**config.mk**
```make
export PLATFORM = sky130hd
export DESIGN_NAME = char_lcd_nibble_bus_sequencer_core_flat
export DESIGN_NICKNAME = d
export VERILOG_FILES = /design/src/cnsq_pkg.sv /design/src/cnsq_cmd_if.sv /design/src/cnsq_phase_if.sv /design/src/cnsq_cfg_if.sv /design/src/cnsq_hold_sel.sv /design/src/char_lcd_nibble_bus_sequencer_core.sv /design/src/flat_wrapper.sv
export SDC_FILE = /design/constraint.sdc
export NUM_CORES = 1
export LEC_CHECK = 0
export BUFFER_PORTS_ARGS = -buffer_cell sky130_fd_sc_hd__buf_2
export CAP_MARGIN = 20
export CORE_MARGIN = 2
export CORE_UTILIZATION = 45
export CTS_CLUSTER_DIAMETER = 80
export CTS_CLUSTER_SIZE = 16
export DETAILED_ROUTE_END_ITERATION = 8
export PLACE_DENSITY = 0.7
export SLEW_MARGIN = 20
export SYNTH_ARGS = -nofsm -noshare
export SYNTH_HDL_FRONTEND = slang
export SYNTH_SLANG_ARGS = --single-unit
```
**constraint.sdc**
```tcl
create_clock -name clk -period 16.85 [get_ports clk]
set_clock_uncertainty 0.05 [all_clocks]
set_input_delay 1.685 -clock clk [delete_from_list [all_inputs] [get_ports clk]]
set_output_delay 1.685 -clock clk [all_outputs]
set_load 0.02 [all_outputs]
```
**src/cnsq_pkg.sv**
```systemverilog
// Shared types, constants and the microcode table of the LCD nibble bus sequencer.
package cnsq_pkg;

    // Command operation codes
    localparam logic [1:0] OP_INIT   = 2'd0;
    localparam logic [1:0] OP_WRITE  = 2'd1;
    localparam logic [1:0] OP_CLEAR  = 2'd2;
    localparam logic [1:0] OP_CURSOR = 2'd3;

    // Configuration register indexes
    localparam logic [2:0] REG_DISPLAY_STYLE = 3'd0;
    localparam logic [2:0] REG_SETTLE        = 3'd1;
    localparam logic [2:0] REG_BASE_DELAY    = 3'd2;
    localparam logic [2:0] REG_CMD_EXTRA     = 3'd3;
    localparam logic [2:0] REG_CLEAR_WAIT    = 3'd4;

    localparam int CFG_INDEX_W = 3;
    localparam int CFG_DATA_W  = 16;
    localparam int HOLD_W      = 18;
    localparam int PC_W        = 5;

    // Configuration reset values
    localparam logic [1:0]  RST_DISPLAY_STYLE = 2'd0;
    localparam logic [7:0]  RST_SETTLE        = 8'd1;
    localparam logic [7:0]  RST_BASE_DELAY    = 8'd37;
    localparam logic [9:0]  RST_CMD_EXTRA     = 10'd450;
    localparam logic [15:0] RST_CLEAR_WAIT    = 16'd1500;

    // Fixed LCD bytes and power-on waits
    localparam logic [7:0] LCD_FUNCTION_SET = 8'h28;
    localparam logic [7:0] LCD_DISPLAY_ON   = 8'h0C;
    localparam logic [7:0] LCD_ENTRY_MODE   = 8'h06;
    localparam logic [7:0] LCD_CLEAR        = 8'h01;
    localparam logic [3:0] NIB_WAKE         = 4'h3;
    localparam logic [3:0] NIB_FOUR_BIT     = 4'h2;
    localparam logic [HOLD_W-1:0] WAIT_POWER_ON = 18'd40000;
    localparam logic [HOLD_W-1:0] WAIT_WAKE1    = 18'd4100;
    localparam logic [HOLD_W-1:0] WAIT_WAKE2    = 18'd100;

    // Init byte sequence index of the closing clear
    localparam logic [1:0] INIT_LAST_SEQ = 2'd3;

    // Entry points of the init and shared byte-write routines, and the last program step
    localparam logic [PC_W-1:0] PC_INIT = 5'd0;
    localparam logic [PC_W-1:0] PC_BYTE = 5'd11;
    localparam logic [PC_W-1:0] PC_LAST = 5'd16;

    // Nibble source
    localparam logic [1:0] NIB_CONST = 2'd0;
    localparam logic [1:0] NIB_HIGH  = 2'd1;
    localparam logic [1:0] NIB_LOW   = 2'd2;

    // Hold source
    localparam logic [2:0] H_ZERO   = 3'd0;
    localparam logic [2:0] H_SETTLE = 3'd1;
    localparam logic [2:0] H_POWER  = 3'd2;
    localparam logic [2:0] H_WAKE1  = 3'd3;
    localparam logic [2:0] H_WAKE2  = 3'd4;
    localparam logic [2:0] H_WAIT   = 3'd5;
    localparam logic [2:0] H_TAIL   = 3'd6;

    // Sequencing
    localparam logic [1:0] J_NEXT = 2'd0;
    localparam logic [1:0] J_END  = 2'd1;
    localparam logic [1:0] J_LOOP = 2'd2;

    typedef struct packed {
        logic [1:0] nib_sel;
        logic [3:0] nib_const;
        logic       en;
        logic [2:0] hold_sel;
        logic [1:0] jump;
    } ctrl_word_t;

    typedef struct packed {
        logic [1:0]  display_style;
        logic [7:0]  settle_us;
        logic [7:0]  base_delay_us;
        logic [9:0]  command_extra_count;
        logic [15:0] clear_wait_us;
    } cfg_t;

    function automatic ctrl_word_t ucode(input logic [PC_W-1:0] pc);
        ctrl_word_t w;
        case (pc)
            5'd0:    w = '{NIB_CONST, 4'h0,         1'b0, H_POWER,  J_NEXT};
            5'd1:    w = '{NIB_CONST, NIB_WAKE,     1'b1, H_SETTLE, J_NEXT};
            5'd2:    w = '{NIB_CONST, NIB_WAKE,     1'b0, H_WAKE1,  J_NEXT};
            5'd3:    w = '{NIB_CONST, NIB_WAKE,     1'b1, H_SETTLE, J_NEXT};
            5'd4:    w = '{NIB_CONST, NIB_WAKE,     1'b0, H_WAKE2,  J_NEXT};
            5'd5:    w = '{NIB_CONST, NIB_WAKE,     1'b1, H_SETTLE, J_NEXT};
            5'd6:    w = '{NIB_CONST, NIB_WAKE,     1'b0, H_WAKE2,  J_NEXT};
            5'd7:    w = '{NIB_CONST, NIB_WAKE,     1'b1, H_ZERO,   J_NEXT};
            5'd8:    w = '{NIB_CONST, NIB_FOUR_BIT, 1'b1, H_SETTLE, J_NEXT};
            5'd9:    w = '{NIB_CONST, NIB_FOUR_BIT, 1'b0, H_WAKE2,  J_NEXT};
            5'd10:   w = '{NIB_CONST, NIB_FOUR_BIT, 1'b1, H_ZERO,   J_NEXT};
            5'd11:   w = '{NIB_HIGH,  4'h0,         1'b1, H_SETTLE, J_NEXT};
            5'd12:   w = '{NIB_HIGH,  4'h0,         1'b0, H_ZERO,   J_NEXT};
            5'd13:   w = '{NIB_HIGH,  4'h0,         1'b1, H_ZERO,   J_NEXT};
            5'd14:   w = '{NIB_LOW,   4'h0,         1'b1, H_SETTLE, J_NEXT};
            5'd15:   w = '{NIB_LOW,   4'h0,         1'b0, H_WAIT,   J_NEXT};
            5'd16:   w = '{NIB_LOW,   4'h0,         1'b1, H_TAIL,   J_LOOP};
            default: w = '{NIB_CONST, 4'h0,         1'b0, H_ZERO,   J_END};
        endcase
        return w;
    endfunction

    // Setup bytes played after the power-on nibbles
    function automatic logic [7:0] init_byte(input logic [1:0] idx, input logic [1:0] style);
        logic [7:0] b;
        case (idx)
            2'd0:    b = LCD_FUNCTION_SET;
            2'd1:    b = LCD_DISPLAY_ON | {6'd0, style};
            2'd2:    b = LCD_ENTRY_MODE;
            default: b = LCD_CLEAR;
        endcase
        return b;
    endfunction

endpackage

```
**src/cnsq_cmd_if.sv**
```systemverilog
// Command channel interface of the LCD nibble bus sequencer.
interface cnsq_cmd_if;
    logic       valid;
    logic       ready;
    logic [1:0] operation;
    logic       reg_select;
    logic [7:0] byte_value;
    logic [5:0] column;
    logic       line_sel;

    modport source (output valid, operation, reg_select, byte_value, column, line_sel,
                    input ready);
    modport sink   (input valid, operation, reg_select, byte_value, column, line_sel,
                    output ready);
endinterface

```
**src/cnsq_phase_if.sv**
```systemverilog
// Pin phase result channel interface of the LCD nibble bus sequencer.
interface cnsq_phase_if;
    logic        valid;
    logic        ready;
    logic [3:0]  bus_nibble;
    logic        rs_level;
    logic        enable_level;
    logic [17:0] hold_us;
    logic        last_phase;

    modport source (output valid, bus_nibble, rs_level, enable_level, hold_us, last_phase,
                    input ready);
    modport sink   (input valid, bus_nibble, rs_level, enable_level, hold_us, last_phase,
                    output ready);
endinterface

```
**src/cnsq_cfg_if.sv**
```systemverilog
// Configuration write channel interface of the LCD nibble bus sequencer.
interface cnsq_cfg_if;
    logic        valid;
    logic        ready;
    logic [2:0]  reg_index;
    logic [15:0] wr_data;

    modport source (output valid, reg_index, wr_data, input ready);
    modport sink   (input valid, reg_index, wr_data, output ready);
endinterface

```
**src/cnsq_hold_sel.sv**
```systemverilog
// Hold time selection for one phase, including the command processing wait product.
module cnsq_hold_sel (
    input  cnsq_pkg::cfg_t                   cfg,
    input  logic [2:0]                       hold_sel,
    input  logic                             rs,
    input  logic                             clr,
    output logic [cnsq_pkg::HOLD_W-1:0]      hold
);

    logic [10:0] factor;
    logic [18:0] product;

    // Command writes wait base * (1 + extra), data writes just base
    assign factor  = rs ? 11'd1 : ({1'b0, cfg.command_extra_count} + 11'd1);
    assign product = {11'd0, cfg.base_delay_us} * {8'd0, factor};

    always_comb
    begin
        case (hold_sel)
            cnsq_pkg::H_ZERO:   hold = '0;
            cnsq_pkg::H_SETTLE: hold = {10'd0, cfg.settle_us};
            cnsq_pkg::H_POWER:  hold = cnsq_pkg::WAIT_POWER_ON;
            cnsq_pkg::H_WAKE1:  hold = cnsq_pkg::WAIT_WAKE1;
            cnsq_pkg::H_WAKE2:  hold = cnsq_pkg::WAIT_WAKE2;
            cnsq_pkg::H_WAIT:   hold = product[17:0];
            cnsq_pkg::H_TAIL:   hold = clr ? {2'd0, cfg.clear_wait_us} : '0;
            default:            hold = '0;
        endcase
    end

endmodule

```
**src/char_lcd_nibble_bus_sequencer_core.sv**
```systemverilog
// Top level of the character LCD 4-bit bus sequencer.
//
// Usage: each transaction on cmd (init, write byte, clear, move cursor) expands
// into a run of pin phases on phase: nibble, register select, enable level and
// a hold time in microseconds. The final phase of a run has last_phase set.
// Write byte, clear and move cursor give 6 phases; init gives 35.
// Timing: after cmd is accepted the step counter is loaded and the first phase is
// then registered; further phases follow one per cycle while phase.ready is high.
// cmd.ready rises in the cycle the last phase is registered, and the next command
// can be accepted from then on. The microcode step counter issues one control
// word per cycle while phase.ready is high.
// cfg writes registers 0..4; the user must write only while the block is idle,
// which the block itself does not enforce. cfg.ready stays high and writes to
// other indexes are dropped. When phase.ready is low with a phase registered, the
// sequencer holds on the current step and that phase holds. Reset clears the step
// counter and the output valid and restores the configuration defaults.
module char_lcd_nibble_bus_sequencer_core (
    input  logic               clk,
    input  logic               rst_n,
    cnsq_cmd_if.sink           cmd,
    cnsq_phase_if.source       phase,
    cnsq_cfg_if.sink           cfg
);

    cnsq_pkg::cfg_t             cfg_reg;
    cnsq_pkg::ctrl_word_t       word;

    logic                       busy_reg;
    logic                       init_reg;
    logic [cnsq_pkg::PC_W-1:0]  pc_reg;
    logic [1:0]                 seq_reg;
    logic [7:0]                 dat_reg;
    logic                       rs_reg;
    logic                       clr_reg;

    logic                       ovalid_reg;
    logic [3:0]                 nib_reg;
    logic                       rsout_reg;
    logic                       en_reg;
    logic [cnsq_pkg::HOLD_W-1:0] hold_reg;
    logic                       last_reg;

    logic                       accept;
    logic                       fire;
    logic                       loop_take;
    logic                       done;
    logic [1:0]                 seq_next;
    logic [3:0]                 nib_next;
    logic [cnsq_pkg::HOLD_W-1:0] hold_next;

    assign cmd.ready = !busy_reg;
    assign cfg.ready = 1'b1;
    assign accept    = cmd.valid && !busy_reg;
    assign fire      = busy_reg && (!ovalid_reg || phase.ready);

    assign word      = cnsq_pkg::ucode(pc_reg);
    assign loop_take = init_reg && (seq_reg != cnsq_pkg::INIT_LAST_SEQ);
    assign done      = (word.jump == cnsq_pkg::J_END)
                    || ((word.jump == cnsq_pkg::J_LOOP) && !loop_take);
    assign seq_next  = seq_reg + 2'd1;

    always_comb
    begin
        case (word.nib_sel)
            cnsq_pkg::NIB_HIGH: nib_next = dat_reg[7:4];
            cnsq_pkg::NIB_LOW:  nib_next = dat_reg[3:0];
            default:            nib_next = word.nib_const;
        endcase
    end

    cnsq_hold_sel u_hold (
        .cfg      (cfg_reg),
        .hold_sel (word.hold_sel),
        .rs       (rs_reg),
        .clr      (clr_reg),
        .hold     (hold_next)
    );

    // Configuration registers
    always_ff @(posedge clk or negedge rst_n)
    begin
        if (!rst_n)
        begin
            cfg_reg.display_style       <= cnsq_pkg::RST_DISPLAY_STYLE;
            cfg_reg.settle_us           <= cnsq_pkg::RST_SETTLE;
            cfg_reg.base_delay_us       <= cnsq_pkg::RST_BASE_DELAY;
            cfg_reg.command_extra_count <= cnsq_pkg::RST_CMD_EXTRA;
            cfg_reg.clear_wait_us       <= cnsq_pkg::RST_CLEAR_WAIT;
        end
        else if (cfg.valid)
        begin
            case (cfg.reg_index)
                cnsq_pkg::REG_DISPLAY_STYLE: cfg_reg.display_style       <= cfg.wr_data[1:0];
                cnsq_pkg::REG_SETTLE:        cfg_reg.settle_us           <= cfg.wr_data[7:0];
                cnsq_pkg::REG_BASE_DELAY:    cfg_reg.base_delay_us       <= cfg.wr_data[7:0];
                cnsq_pkg::REG_CMD_EXTRA:     cfg_reg.command_extra_count <= cfg.wr_data[9:0];
                cnsq_pkg::REG_CLEAR_WAIT:    cfg_reg.clear_wait_us       <= cfg.wr_data;
                default:                     ;
            endcase
        end
    end

    // Step counter and byte datapath
    always_ff @(posedge clk or negedge rst_n)
    begin
        if (!rst_n)
        begin
            busy_reg <= 1'b0;
            init_reg <= 1'b0;
            pc_reg   <= cnsq_pkg::PC_INIT;
            seq_reg  <= 2'd0;
            dat_reg  <= 8'd0;
            rs_reg   <= 1'b0;
            clr_reg  <= 1'b0;
        end
        else if (accept)
        begin
            busy_reg <= 1'b1;
            seq_reg  <= 2'd0;
            init_reg <= (cmd.operation == cnsq_pkg::OP_INIT);
            case (cmd.operation)
                cnsq_pkg::OP_INIT:
                begin
                    pc_reg  <= cnsq_pkg::PC_INIT;
                    dat_reg <= cnsq_pkg::LCD_FUNCTION_SET;
                    rs_reg  <= 1'b0;
                    clr_reg <= 1'b0;
                end
                cnsq_pkg::OP_WRITE:
                begin
                    pc_reg  <= cnsq_pkg::PC_BYTE;
                    dat_reg <= cmd.byte_value;
                    rs_reg  <= cmd.reg_select;
                    clr_reg <= 1'b0;
                end
                cnsq_pkg::OP_CLEAR:
                begin
                    pc_reg  <= cnsq_pkg::PC_BYTE;
                    dat_reg <= cnsq_pkg::LCD_CLEAR;
                    rs_reg  <= 1'b0;
                    clr_reg <= 1'b1;
                end
                default:
                begin
                    pc_reg  <= cnsq_pkg::PC_BYTE;
                    dat_reg <= {1'b1, cmd.line_sel, cmd.column};
                    rs_reg  <= 1'b0;
                    clr_reg <= 1'b0;
                end
            endcase
        end
        else if (fire)
        begin
            if (done)
            begin
                busy_reg <= 1'b0;
            end
            else if (word.jump == cnsq_pkg::J_LOOP)
            begin
                // Rerun the byte routine with the next setup byte
                pc_reg  <= cnsq_pkg::PC_BYTE;
                seq_reg <= seq_next;
                dat_reg <= cnsq_pkg::init_byte(seq_next, cfg_reg.display_style);
                clr_reg <= (seq_next == cnsq_pkg::INIT_LAST_SEQ);
            end
            else
            begin
                pc_reg <= pc_reg + 5'd1;
            end
        end
    end

    // Output register
    always_ff @(posedge clk or negedge rst_n)
    begin
        if (!rst_n)
        begin
            ovalid_reg <= 1'b0;
            last_reg   <= 1'b0;
        end
        else if (fire)
        begin
            ovalid_reg <= 1'b1;
            last_reg   <= done;
        end
        else if (phase.ready)
        begin
            ovalid_reg <= 1'b0;
        end
    end

    always_ff @(posedge clk)
    begin
        if (fire)
        begin
            nib_reg   <= nib_next;
            rsout_reg <= rs_reg;
            en_reg    <= word.en;
            hold_reg  <= hold_next;
        end
    end

    assign phase.valid        = ovalid_reg;
    assign phase.bus_nibble   = nib_reg;
    assign phase.rs_level     = rsout_reg;
    assign phase.enable_level = en_reg;
    assign phase.hold_us      = hold_reg;
    assign phase.last_phase   = last_reg;

`ifndef SYNTHESIS
    a_pc_range: assert property (@(posedge clk) disable iff (!rst_n)
        busy_reg |-> (pc_reg <= cnsq_pkg::PC_LAST))
        else $error("step counter outside program");

    a_run_open: assert property (@(posedge clk) disable iff (!rst_n)
        (ovalid_reg && !last_reg) |-> busy_reg)
        else $error("run ended without a last phase");

    a_seq_init: assert property (@(posedge clk) disable iff (!rst_n)
        (busy_reg && !init_reg) |-> (seq_reg == 2'd0))
        else $error("setup byte index moved outside init");

    a_data_rs: assert property (@(posedge clk) disable iff (!rst_n)
        rs_reg |-> (!clr_reg && !init_reg))
        else $error("data register select on a command sequence");
`endif

endmodule

```
**src/flat_wrapper.sv**
```systemverilog
// flat-port wrapper written by rule: the top's interface ports become plain ports
module char_lcd_nibble_bus_sequencer_core_flat 
  (clk, rst_n, cmd_valid, cmd_operation, cmd_reg_select, cmd_byte_value, cmd_column, cmd_line_sel, cmd_ready, phase_valid, phase_bus_nibble, phase_rs_level, phase_enable_level, phase_hold_us, phase_last_phase, phase_ready, cfg_valid, cfg_reg_index, cfg_wr_data, cfg_ready);
  cnsq_cmd_if cmd_i ();
  cnsq_phase_if phase_i ();
  cnsq_cfg_if cfg_i ();
  input  logic clk;
  input  logic rst_n;
  input wire logic [$bits(cmd_i.valid)-1:0] cmd_valid;
  input wire logic [$bits(cmd_i.operation)-1:0] cmd_operation;
  input wire logic [$bits(cmd_i.reg_select)-1:0] cmd_reg_select;
  input wire logic [$bits(cmd_i.byte_value)-1:0] cmd_byte_value;
  input wire logic [$bits(cmd_i.column)-1:0] cmd_column;
  input wire logic [$bits(cmd_i.line_sel)-1:0] cmd_line_sel;
  output wire logic [$bits(cmd_i.ready)-1:0] cmd_ready;
  output wire logic [$bits(phase_i.valid)-1:0] phase_valid;
  output wire logic [$bits(phase_i.bus_nibble)-1:0] phase_bus_nibble;
  output wire logic [$bits(phase_i.rs_level)-1:0] phase_rs_level;
  output wire logic [$bits(phase_i.enable_level)-1:0] phase_enable_level;
  output wire logic [$bits(phase_i.hold_us)-1:0] phase_hold_us;
  output wire logic [$bits(phase_i.last_phase)-1:0] phase_last_phase;
  input wire logic [$bits(phase_i.ready)-1:0] phase_ready;
  input wire logic [$bits(cfg_i.valid)-1:0] cfg_valid;
  input wire logic [$bits(cfg_i.reg_index)-1:0] cfg_reg_index;
  input wire logic [$bits(cfg_i.wr_data)-1:0] cfg_wr_data;
  output wire logic [$bits(cfg_i.ready)-1:0] cfg_ready;
  assign cmd_i.valid = cmd_valid;
  assign cmd_i.operation = cmd_operation;
  assign cmd_i.reg_select = cmd_reg_select;
  assign cmd_i.byte_value = cmd_byte_value;
  assign cmd_i.column = cmd_column;
  assign cmd_i.line_sel = cmd_line_sel;
  assign cmd_ready = cmd_i.ready;
  assign phase_valid = phase_i.valid;
  assign phase_bus_nibble = phase_i.bus_nibble;
  assign phase_rs_level = phase_i.rs_level;
  assign phase_enable_level = phase_i.enable_level;
  assign phase_hold_us = phase_i.hold_us;
  assign phase_last_phase = phase_i.last_phase;
  assign phase_i.ready = phase_ready;
  assign cfg_i.valid = cfg_valid;
  assign cfg_i.reg_index = cfg_reg_index;
  assign cfg_i.wr_data = cfg_wr_data;
  assign cfg_ready = cfg_i.ready;
  char_lcd_nibble_bus_sequencer_core u_core (.clk(clk), .rst_n(rst_n), .cmd(cmd_i), .phase(phase_i), .cfg(cfg_i));
endmodule
```
==> results by group <==
Run status
  • Status: completed

Clock tree
  • TritonCTS clock tree: built
  • TritonCTS Sinks: 89
  • Worst-skew pair later-pin latency: roughly 350 ps
  • # Post-CTS Setup Buffers: 0
  • Cts hold-fix bufs: 0
  • Clock Path Buffers: 2
  • Post-cts sizing count: 0
  • Root Driver: clkbuf_16
  • Clock transition at the registers of the reported paths: 60 ps
  • H-tree depth: 3
  • CTS Buf Count: 9

Yosys
  • Synth Area in Compound Gates: 11.1%
  • Largest family of logic cells by synthesized area: adder cells
  • Predominant post-synthesis flop cell: dfrtp_1
  • Ys Warns: 0
  • Synth async-reset ratio: about three quarters
  • Number of flops mapped to enable cells by yosys: 24
  • Mapped cell area: roughly 0.0072 sq mm
  • Netlist cell types: 64
  • Post-Synth XOR/XNOR Area: approximately 2.3%
  • Mux cell area share after synthesis: 8.11%
  • Post-Synth Adder-Cell Area: about 23%
  • Seq/Total Area, Yosys: between 30% and 40%
  • Simple-gate share of the synthesized area: 16.0%
  • Yosys reg bits: around 90
  • Mapped Cells: 710
  • Post-Syn Nets: 853
  • Avg Inst Size Synth: 10.1 sq um

Timing
  • RSZ-0062 raised after global routing: no
  • Setup Viol. Count Final: 0
  • Rel. slew slack: 43.7%
  • Max Clk Rate: 175 MHz
  • Final WS setup: 11140 ps
  • Final hold viol count: 0
  • Fin crit share: between 30% and 40%
  • Fin. max-slew vios: 0
  • Post-route setup TNS: 0 ps
  • Hold Slack: around 440 ps
  • Min Tclk post-route: 5710 ps
  • Slew at the pin closest to its max-slew limit: approximately 840 ps

Cells and area
  • Fin nets: between 900 and 1k
  • Diode count: 0
  • Max FFs per register: 44
  • Fillers: 1479
  • Share of cells above drive strength 1: 20.6%
  • Design area: roughly 0.0080 sq mm
  • Layout area overhead: 11.2%
  • Commonest non-fill, non-tap cell in the layout: inv_1
  • Most frequent cells in the layout: inv_1, and2_1, buf_2

Placement
  • Detail Placement HPWL: 12600 microns
  • DP Area: between 0.007 and 0.008 sq mm
  • Port Buffers: slightly below 70
  • GPL Wtd Cong: 0.849
  • Placement-stage worst setup slack: between 10000 and 15000 ps

Detailed routing
  • Detail Route Antenna Nets: 0
  • First drt pass iteration count: 5
  • Vias per std cell: 5.29
  • Via count: 5226
  • WL final: between 15000 and 20000 microns
  • Initial DRC count: 265
  • WL/cell: roughly 17 microns
  • DRC: 0

GRT
  • Initial antenna violation count: 0
  • All-layer global routing usage: about 20%
  • Global Route met1 Usage: around 29%
  • Met2 Use GR: between 30% and 40%
  • Vias in the first global route: 5130
  • First-pass GRT wire length: 26700 microns
  • Met3 Use GR: 3.53%
  • Largest net degree at the start of global routing: 66
  • Overflow after GRT: 0
  • Busiest layer in global routing: met2

Setup path
  • Max incr delay on CP: ~540 ps
  • CP max stage cell: dfstp_2
  • Worst EP required: 16910 ps
  • Reg-to-reg slack, setup: 11140 ps
  • Critical-path cell list: nand3_1 > or3_1 > a21oi_1 > nand2_1 > fa_1 > fa_1 > inv_1 > fa_1 > inv_1 > fa_1 > inv_1 > ha_1 > a21oi_1 > nand2_1 > o211ai_1 > a21oi_1 > or3_1 > a32o_1
  • Most frequent CP cell: fa_1
  • Peak fanout along the critical path: 8
  • Worst r2r src: u_core.cfg_reg[17]$_DFFE_PN1P_
  • CP endpoint kind: register
  • CP delay by family, top: adder cells
  • Reg2reg end: u_core.phase.hold_us[14]$_DFFE_PP_
  • CP Launch Type: register
  • Critical path class: reg2reg
  • R2R depth: 18
  • Worst Path Buf+Inv: 3
  • Worst endpoint data arrival time: 5770 ps

Run
  • Max Cap Viol: 0

Floorplan
  • Full die area: 0.0169 sq mm
  • Starting Density: roughly 46%
  • Placement Rows: 46
  • Core area: 0.0157 sq mm
  • Die X: 130 microns
  • I/O Pins: 70
  • Die Y: between 100 and 150 microns

Min path
  • Worst hold stages: 1
  • Hold Crit Class: reg2reg
  • Hold Startpoint: u_core.init_reg$_DFFE_PN0P_
  • Hold path endpoint: u_core.init_reg$_DFFE_PN0P_
## cell usage after synthesis (3+ instances only)
| master | n | area share, % |
|---|---|---|
| edfxtp_1 | 24 | 10 |
| o21a_1 | 3 | 0.31 |
| nand3_1 | 16 | 1.1 |
| nor3_1 | 5 | 0.35 |
| o21ai_0 | 26 | 1.8 |
| nor2b_1 | 4 | 0.35 |
| xnor2_1 | 11 | 1.3 |
| dfstp_2 | 15 | 5.5 |
| a221o_1 | 3 | 0.42 |
| a22oi_1 | 8 | 0.84 |
| inv_1 | 79 | 4.1 |
| ha_1 | 48 | 8.4 |
| o21ai_1 | 9 | 0.63 |
| fa_1 | 53 | 15 |
| buf_2 | 4 | 0.28 |
| mux2i_1 | 7 | 0.98 |
| clkbuf_1 | 15 | 0.79 |
| a21o_1 | 7 | 0.73 |
| a211oi_1 | 4 | 0.42 |
| a21oi_1 | 30 | 2.1 |
| nand2_1 | 67 | 3.5 |
| dfrtp_1 | 50 | 17 |
| and3_1 | 3 | 0.26 |
| buf_6 | 3 | 0.47 |
| a31oi_1 | 6 | 0.52 |
| xor2_1 | 8 | 0.98 |
| or3_1 | 4 | 0.35 |
| mux2_2 | 44 | 6.9 |
| nand2b_1 | 7 | 0.61 |
| o31ai_1 | 3 | 0.31 |
| o22ai_1 | 4 | 0.35 |
| and2_1 | 68 | 5.9 |
| nor2_1 | 31 | 1.6 |
## worst max-delay path by stage
stage,cells past startpoint,endpoint,from,slack (ps)
after CTS,18,u_core.phase.hold_us[14]$_DFFE_PP_,u_core.cfg_reg[17]$_DFFE_PN1P_,11140
after detailed placement,18,u_core.phase.hold_us[14]$_DFFE_PP_,u_core.cfg_reg[17]$_DFFE_PN1P_,11150
after global routing,18,u_core.phase.hold_us[14]$_DFFE_PP_,u_core.cfg_reg[18]$_DFFE_PN0P_,10710
final,18,u_core.phase.hold_us[14]$_DFFE_PP_,u_core.cfg_reg[17]$_DFFE_PN1P_,11140
after floorplan,16,u_core.phase.hold_us[14]$_DFFE_PP_,u_core.cfg_reg[17]$_DFFE_PN1P_,11560
after global placement,16,u_core.phase.hold_us[14]$_DFFE_PP_,u_core.cfg_reg[17]$_DFFE_PN1P_,11260
## worst register-to-register path, stage by stage, from the launching register on
cell and delay (ps):
dfstp_2 540, nand3_1 200, or3_1 360, a21oi_1 490
nand2_1 140, fa_1 460, fa_1 500, inv_1 60
fa_1 520, inv_1 50, fa_1 520, inv_1 40
ha_1 340, a21oi_1 160, nand2_1 100, o211ai_1 250
a21oi_1 110, or3_1 310, a32o_1 250
## cell type report
cell class	instances	area, sq um	share of cell area [%]
tap	216	270	3.40
clock buffer	10	250	3.15
timing repair buffer	71	370	4.66
multi-input combinational	517	4350	54.7
clock inverter	6	46.3	0.582
inverter	79	297	3.73
sequential	89	2370	29.7
## kinds of logic (layout without fill, tap and decap cells)
kind of cell	Yosys count	in the layout
simple gates	221	221
other cells	1	1
mux	52	52
fa+ha+maj	101	101
compound gates	123	123
buf+inv	104	166
xor+xnor	19	19
flops	89	89
## per-stage QoR
| step | utilization [%] | std cells |
|---|---|---|
| 2_1_floorplan | - | 710 |
| 3_3_place_gp | 48.6 | 971 |
| 3_5_place_dp | 48.7 | 972 |
| 4_1_cts | 50.6 | 988 |
| 5_1_grt | 50.6 | 988 |
| 6_report | 50.6 | 988 |
## layer usage
metal	routed length, microns	share of wire (%)
met2	7590	46
met1	7790	48
met3	753	4.6
met5	0	0
met4	210	1.3
Power is left out: the tool's default activity adds up to more than one toggle a clock period on the data nets, which glitch-free logic cannot reach.
